`src/hdl/rth_pkg.sv`:
```
// ----------------------------------------------------------------------------
// rth_pkg: shared types and constants for the RGB to HSV converter
// Holds the pixel and result structs, the divider lane struct and the
// one-bit-per-step restoring division step used by the divider pipeline.
// ----------------------------------------------------------------------------
package rth_pkg;

  // Hue is in 1/64 degree: one 60 degree sector and one full turn.
  localparam int unsigned HUE_SECTOR = 3840;
  localparam int unsigned HUE_TURN   = 23040;
  // Saturation numerator scale: 2 * 65535, the 2 carries the rounding half.
  localparam int unsigned SAT_SCALE2 = 131070;

  // Dividend, divisor and quotient widths of the divider.
  localparam int unsigned DIVIDEND_W = 25;
  localparam int unsigned DIVISOR_W  = 9;
  localparam int unsigned QUOT_W     = 16;

  typedef struct packed {
    logic [7:0] red;
    logic [7:0] green;
    logic [7:0] blue;
  } rth_pixel_t;

  typedef struct packed {
    logic [14:0] hue;
    logic [15:0] saturation;
    logic [7:0]  brightness;
  } rth_hsv_t;

  // One division in flight: partial remainder, remaining dividend bits that
  // turn into quotient bits as they shift out, and the divisor.
  typedef struct packed {
    logic [DIVISOR_W-1:0] rem;
    logic [QUOT_W-1:0]    lo;
    logic [DIVISOR_W-1:0] div;
  } rth_lane_t;

  // Everything that travels through the divider stages.
  typedef struct packed {
    rth_lane_t  hue;
    rth_lane_t  sat;
    logic [7:0] bright;
  } rth_div_t;

  // One restoring division step: bring in the next dividend bit, subtract
  // the divisor when it fits and shift the quotient bit in at the bottom.
  function automatic rth_lane_t rth_div_step(rth_lane_t a);
    logic [DIVISOR_W:0] trial;
    logic [DIVISOR_W:0] diff;
    rth_lane_t          r;
    trial = {a.rem, a.lo[QUOT_W-1]};
    diff  = trial - {1'b0, a.div};
    r     = a;
    if (trial >= {1'b0, a.div}) begin
      r.rem = diff[DIVISOR_W-1:0];
      r.lo  = {a.lo[QUOT_W-2:0], 1'b1};
    end else begin
      r.rem = trial[DIVISOR_W-1:0];
      r.lo  = {a.lo[QUOT_W-2:0], 1'b0};
    end
    return r;
  endfunction

endpackage

```
`src/hdl/rth_div_pipe.sv`:
```
// ----------------------------------------------------------------------------
// rth_div_pipe: pipelined dual restoring divider
// Runs the hue and saturation divisions side by side, one quotient bit per
// register stage. Each stage holds its item unless the next one can take it,
// so bubbles close up and a stall loses nothing.
// ----------------------------------------------------------------------------
module rth_div_pipe (
  input  logic              clk,
  input  logic              rst_n,
  input  logic              in_valid,
  output logic              in_stall,
  input  rth_pkg::rth_div_t in_data,
  output logic              out_valid,
  input  logic              out_stall,
  output rth_pkg::rth_div_t out_data
);

  localparam int unsigned STAGES = rth_pkg::QUOT_W;

  logic              v_r   [STAGES];
  rth_pkg::rth_div_t d_r   [STAGES];
  logic              src_v [STAGES];
  rth_pkg::rth_div_t src_d [STAGES];
  logic              rdy   [STAGES+1];

  // Stage sources and the ready chain from the output back to the input.
  always_comb begin
    rdy[STAGES] = !out_stall;
    for (int s = STAGES - 1; s >= 0; s--) begin
      rdy[s] = !v_r[s] || rdy[s+1];
    end
    src_v[0] = in_valid;
    src_d[0] = in_data;
    for (int s = 1; s < STAGES; s++) begin
      src_v[s] = v_r[s-1];
      src_d[s] = d_r[s-1];
    end
  end

  // Valid bits travel with the data.
  always_ff @(posedge clk) begin
    if (!rst_n) begin
      for (int s = 0; s < STAGES; s++) v_r[s] <= 1'b0;
    end else begin
      for (int s = 0; s < STAGES; s++) begin
        if (rdy[s]) v_r[s] <= src_v[s];
      end
    end
  end

  // One division step per stage on both lanes.
  always_ff @(posedge clk) begin
    for (int s = 0; s < STAGES; s++) begin
      if (rdy[s]) begin
        d_r[s].hue    <= rth_pkg::rth_div_step(src_d[s].hue);
        d_r[s].sat    <= rth_pkg::rth_div_step(src_d[s].sat);
        d_r[s].bright <= src_d[s].bright;
      end
    end
  end

  assign in_stall  = !rdy[0];
  assign out_valid = v_r[STAGES-1];
  assign out_data  = d_r[STAGES-1];

endmodule

```
`src/hdl/rgb_to_hsv_unit.sv`:
```
// ----------------------------------------------------------------------------
// rgb_to_hsv_unit: 8-bit RGB to fixed-point HSV converter
// Value is the largest channel, saturation is 65535*d/max and hue is in
// 1/64 degree, both rounded to nearest.
// ----------------------------------------------------------------------------
// The block takes one pixel per clock while the output is not stalled: one
// stage finds the maximum, minimum and sector, one forms the hue and
// saturation dividends, sixteen stages of the divider each produce one
// quotient bit of both divisions, and one stage wraps the hue and holds the
// result. Stalled stages hold their items while empty stages ahead of them
// still fill, so input transfers go on until the pipeline is full.
module rgb_to_hsv_unit (
  input  logic                clk,
  input  logic                rst_n,
  input  logic                in_valid,
  output logic                in_stall,
  input  rth_pkg::rth_pixel_t in_data,
  output logic                out_valid,
  input  logic                out_stall,
  output rth_pkg::rth_hsv_t   out_data
);

  // Sector of the hue, chosen by which channel is largest.
  localparam logic [1:0] SEC_RED      = 2'd0;
  localparam logic [1:0] SEC_RED_WRAP = 2'd1;
  localparam logic [1:0] SEC_GREEN    = 2'd2;
  localparam logic [1:0] SEC_BLUE     = 2'd3;

  localparam int unsigned DW = rth_pkg::DIVIDEND_W;
  localparam int unsigned QW = rth_pkg::QUOT_W;
  localparam int unsigned RW = rth_pkg::DIVISOR_W;

  // Stage A registers: maximum, spread, signed channel difference, sector.
  logic              a_v_r;
  logic [7:0]        a_mx_r, a_mx_nxt;
  logic [7:0]        a_d_r, a_d_nxt;
  logic signed [8:0] a_diff_r, a_diff_nxt;
  logic [1:0]        a_sec_r, a_sec_nxt;

  // Stage B registers: dividends and divisors in divider form.
  logic              b_v_r;
  rth_pkg::rth_div_t b_data_r, b_data_nxt;

  // Output register.
  logic              out_valid_r;
  rth_pkg::rth_hsv_t out_data_r, out_data_nxt;

  logic              div_valid;
  logic              div_stall;
  rth_pkg::rth_div_t div_data;

  logic out_rdy, b_rdy, a_rdy;

  // Ready chain: a stage takes a new item when empty or when it moves on.
  assign out_rdy  = !out_valid_r || !out_stall;
  assign b_rdy    = !b_v_r || !div_stall;
  assign a_rdy    = !a_v_r || b_rdy;
  assign in_stall = !a_rdy;

  // Stage A: max, min, spread and sector with red and then green winning ties.
  always_comb begin
    logic [7:0] mx;
    logic [7:0] mn;
    mx = in_data.red;
    mn = in_data.red;
    if (in_data.green > mx) mx = in_data.green;
    if (in_data.blue > mx) mx = in_data.blue;
    if (in_data.green < mn) mn = in_data.green;
    if (in_data.blue < mn) mn = in_data.blue;
    a_mx_nxt = mx;
    a_d_nxt  = mx - mn;
    if (mx == in_data.red) begin
      a_diff_nxt = $signed({1'b0, in_data.green}) - $signed({1'b0, in_data.blue});
      a_sec_nxt  = (in_data.green < in_data.blue) ? SEC_RED_WRAP : SEC_RED;
    end else if (mx == in_data.green) begin
      a_diff_nxt = $signed({1'b0, in_data.blue}) - $signed({1'b0, in_data.red});
      a_sec_nxt  = SEC_GREEN;
    end else begin
      a_diff_nxt = $signed({1'b0, in_data.red}) - $signed({1'b0, in_data.green});
      a_sec_nxt  = SEC_BLUE;
    end
  end

  // Stage B: hue numerator 3840*diff + offset*d, both dividends with the
  // rounding half folded in. A zero divisor becomes one; its dividend is zero.
  always_comb begin
    logic [14:0]        off;
    logic [22:0]        offd;
    logic signed [24:0] prod;
    logic signed [24:0] num_s;
    logic [DW-1:0]      nh;
    logic [DW-1:0]      ns;
    case (a_sec_r)
      SEC_RED_WRAP: off = 15'(rth_pkg::HUE_TURN);
      SEC_GREEN:    off = 15'(2 * rth_pkg::HUE_SECTOR);
      SEC_BLUE:     off = 15'(4 * rth_pkg::HUE_SECTOR);
      default:      off = 15'd0;
    endcase
    prod  = $signed({{16{a_diff_r[8]}}, a_diff_r}) * $signed(25'(rth_pkg::HUE_SECTOR));
    offd  = 23'(off) * 23'(a_d_r);
    num_s = prod + $signed({2'b00, offd});
    nh    = DW'({num_s[22:0], 1'b0}) + DW'(a_d_r);
    ns    = DW'(rth_pkg::SAT_SCALE2) * DW'(a_d_r) + DW'(a_mx_r);

    b_data_nxt.hue.rem = nh[DW-1:QW];
    b_data_nxt.hue.lo  = nh[QW-1:0];
    b_data_nxt.hue.div = (a_d_r == 8'd0) ? RW'(1) : {a_d_r, 1'b0};
    b_data_nxt.sat.rem = ns[DW-1:QW];
    b_data_nxt.sat.lo  = ns[QW-1:0];
    b_data_nxt.sat.div = (a_mx_r == 8'd0) ? RW'(1) : {a_mx_r, 1'b0};
    b_data_nxt.bright  = a_mx_r;
  end

  // Pipeline valid bits.
  always_ff @(posedge clk) begin
    if (!rst_n) begin
      a_v_r       <= 1'b0;
      b_v_r       <= 1'b0;
      out_valid_r <= 1'b0;
    end else begin
      if (a_rdy) a_v_r <= in_valid;
      if (b_rdy) b_v_r <= a_v_r;
      if (out_rdy) out_valid_r <= div_valid;
    end
  end

  // Pipeline payload registers.
  always_ff @(posedge clk) begin
    if (a_rdy) begin
      a_mx_r   <= a_mx_nxt;
      a_d_r    <= a_d_nxt;
      a_diff_r <= a_diff_nxt;
      a_sec_r  <= a_sec_nxt;
    end
    if (b_rdy) b_data_r <= b_data_nxt;
    if (out_rdy) out_data_r <= out_data_nxt;
  end

  rth_div_pipe u_div (
    .clk       (clk),
    .rst_n     (rst_n),
    .in_valid  (b_v_r),
    .in_stall  (div_stall),
    .in_data   (b_data_r),
    .out_valid (div_valid),
    .out_stall (!out_rdy),
    .out_data  (div_data)
  );

  // Output stage: a rounded hue of a full turn wraps to zero.
  always_comb begin
    logic [QW-1:0] q;
    q = div_data.hue.lo;
    if (q >= QW'(rth_pkg::HUE_TURN)) begin
      out_data_nxt.hue = 15'(q - QW'(rth_pkg::HUE_TURN));
    end else begin
      out_data_nxt.hue = q[14:0];
    end
    out_data_nxt.saturation = div_data.sat.lo;
    out_data_nxt.brightness = div_data.bright;
  end

  assign out_valid = out_valid_r;
  assign out_data  = out_data_r;

endmodule

```
`config.mk`:
```
export PLATFORM = sky130hd
export DESIGN_NAME = rgb_to_hsv_unit
export DESIGN_NICKNAME = d
export VERILOG_FILES = /design/src/hdl/rth_pkg.sv /design/src/hdl/rth_div_pipe.sv /design/src/hdl/rgb_to_hsv_unit.sv
export SDC_FILE = /design/constraint.sdc
export NUM_CORES = 2
export LEC_CHECK = 0
export ABC_AREA = 1
export BUFFER_PORTS_ARGS = -buffer_cell sky130_fd_sc_hd__buf_2
export CORE_ASPECT_RATIO = 2
export CORE_MARGIN = 10
export CORE_UTILIZATION = 40
export DETAILED_ROUTE_END_ITERATION = 8
export GPL_TIMING_DRIVEN = 1
export HOLD_SLACK_MARGIN = 0.08
export PLACE_DENSITY = 0.62
export SYNTH_ARGS = -nofsm -noshare
export SYNTH_HDL_FRONTEND = slang
export SYNTH_SLANG_ARGS = --single-unit
```
`constraint.sdc`:
```
create_clock -name clk -period 19.2 [get_ports clk]
set_clock_uncertainty 0.05 [all_clocks]
set_input_delay 3.84 -clock clk [delete_from_list [all_inputs] [get_ports clk]]
set_output_delay 3.84 -clock clk [all_outputs]
set_load 0.005 [all_outputs]
```
==> impl_metrics.py <==
metrics = {
    "synthesis": {
        "synth_edf_count": 1313,
        "postSynthCellCount": 5027,
        "ys_async_sr_fraction": 0,
        "syn_area_mm2": 0.06246,
        "yosysWarnings": 0,
        "synth_common_cells": "edfxtp_1, inv_1, nand2_1",
        "synth_flop_cell": "edfxtp_1",
        "netlist.area_leader.share": 0.6312,
        "syn_nets": 5612,
        "syn_avg_cell_area_um2": 12.43,
        "synth.largest_area_cell": "edfxtp_1",
        "synth_area_leaders": "edfxtp_1, ha_1, inv_1, nand2_1, a21oi_1",
        "synth.distinct_cells": 54,
        "yosysMostFrequentCell": "edfxtp_1",
        "synth-seq-cells": 1316,
        "yosysSeqAreaShare": 0.6322,
    },
    "routing": {
        "drc_errors": 0,
        "antenna_left": 0,
        "drtIter0Drc": 1431,
        "wl_per_cell_um": 16.74,
        "viasPerCell": 4.872,
        "firstDrtPassIters": 7,
        "wl_um": 122900,
        "vias": 35790,
    },
    "worst_setup_path": {
        "worst-setup-path-type": "primary input to primary output",
        "path_max_fanout": 29,
        "crit_required_ps": 15310,
        "crit_arrival_ps": 6960,
        "worst_setup_path_end_kind": "primary output",
        "startpoint_type": "primary input",
    },
    "die": {
        "initial_utilization": 0.4012,
        "die_w_um": 299.4,
        "ios": 69,
        "core_mm2": 0.1557,
        "dieArea_mm2": 0.1733,
        "chipHeight_um": 578.8,
        "rows": 205,
    },
    "clock_network": {
        "ctsResizeCount": 0,
        "cts_tree": "done",
        "clk_path_buf_depth": 3,
        "holdBufCountCts": 0,
        "postCtsSetupRepairBufs": 0,
        "clockRootBuffer": "clkbuf_16",
        "htreeDepth": 3,
        "cts_buffers": 113,
        "path_clk_slew_ps": 60,
        "clock-sinks": 1316,
        "insertion_delay_ps": 710,
    },
    "timing": {
        "fmax_ghz": 0.09217,
        "drv_slew": 0,
        "fin_worst_hold_slack_ps": 340.7,
        "finalHoldViolCount": 0,
        "setup_viol": 0,
        "slew_headroom": 0.2655,
        "fin_crit_sh": 0.5651,
        "grt_setup_unrepaired": "no",
        "period_needed_ps": 10850,
        "setup_tns_ps": 0,
        "worst_pin_slew_ps": 1102,
    },
    "flow_run": {
        "max_cap_violations": 0,
    },
    "global_route": {
        "busiest_layer": "met2",
        "use_met1": 0.09229,
        "grt_util_met2": 0.3162,
        "grt_first_pass_wirelength_um": 191200,
        "grtUsageTotal": 0.1415,
        "grt_overflow": 0,
        "antenna_found_initial": 1,
        "grtUsageMet3": 0.01781,
        "first_global_vias": 38290,
        "grt_max_degree": 69,
    },
    "finish": {
        "drive_above_1_share": 0.06693,
        "area_growth_pct": 10.73,
        "fin_nets": 5764,
        "fin_util": 0.4442,
    },
    "worst_hold_path": {
        "min_path_type": "flop to flop",
    },
    "status": {
        "status": "finished clean",
    },
    "placed_design": {
        "post-dp-hpwl_um": 98380,
        "portBuffers": 68,
        "globalplace.congestion": 0.9529,
    },
}
## sequential cells by signal (all words and copies together), names as in the netlist
register / count
a_mx_r: 8
out_data: 39
b_v_r: 1
u_div.d_r: 1158
a_sec_r: 2
u_div.v_r: 16
out_valid: 1
a_diff_r: 9
b_data_r: 73
a_v_r: 1
a_d_r: 8
## layout make-up
cell class              instances  area, um2
flip-flops and latches       1316      39490
well taps                    2070       2590
multi-input cells            2912      20030
repair buffers                 92      520.5
clock buffers                 135       2973
clock inverters                75      765.7
diodes                          2      5.005
fillers                     14060      86530
inverters                     744       2793
## cell families (layout without fill, tap and decap cells)
group	after synthesis	in the layout	synth area share
flip-flops	1316	1316	0.6322
AND/OR/NAND/NOR	1312	1312	0.08768
buffers and inverters	799	1046	0.04848
AO/OA/AOI/OAI	761	761	0.06679
adder cells (fa/ha/maj)	557	557	0.1249
XOR/XNOR	281	281	0.03976
multiplexers	1	1	0.0001803
other	0	2	0
## placed cells by master (no fill, tap or decap), types with 32 or more instances in the layout
cell type / count
edfxtp_1: 1313
inv_1: 735
nand2_1: 639
a21oi_1: 470
ha_1: 446
nor2_1: 410
o21ai_0: 151
xor2_1: 146
xnor2_1: 132
nand3_1: 121
clkbuf_16: 115
fa_1: 111
buf_2: 68
nor3_1: 47
a211oi_1: 32
a21o_1: 32
## metal layers
metal | vias up | share of wire
li1 | 17640 | -
met1 | 17150 | 0.26
met2 | 616 | 0.62
met3 | 381 | 0.026
met4 | 0 | 0.090
met5 | - | 0
## stage by stage
| step | worst slack (ps) | cell area, um2 | instances |
|---|---|---|---|
| final | 8350 | 69160 | 7346 |
| after global routing | 7945 | 69160 | 7345 |
| after CTS | 8267 | 69160 | 7344 |
| after detailed placement | 8288 | 65420 | 7134 |
| after global placement | 8353 | 65420 | 7134 |
| after floorplan | 2560 | 62460 | 5027 |
## worst max-delay path: stages
cell,delay (ps)
buf_2,80
nand2_2,70
nor2_4,150
nand2_4,200
nor2_4,240
nand4_4,250
nor2_2,270
nand4_4,270
nor2_2,330
nand4_4,290
nor2_4,310
nand4_2,110
buf_4,260
inv_1,100
buf_2,120
## path summary, 6_finish.rpt
check / startpoint / to / slack, ps / depth (start not counted)
worst max-delay path: out_stall / in_stall / 8350 / 15
worst min-delay path: u_div.d_r[0][441]$_DFFE_PP_ / u_div.d_r[0][518]$_DFFE_PP_ / 340 / 0
worst max register to register: a_diff_r[0]$_DFFE_PN_ / b_data_r[74]$_DFFE_PP_ / 12070 / 26
worst min register to register: u_div.d_r[0][441]$_DFFE_PP_ / u_div.d_r[0][518]$_DFFE_PP_ / 340 / 0
Power is left out: the tool's default activity adds up to more than one toggle a clock period on the data nets, which glitch-free logic cannot reach.
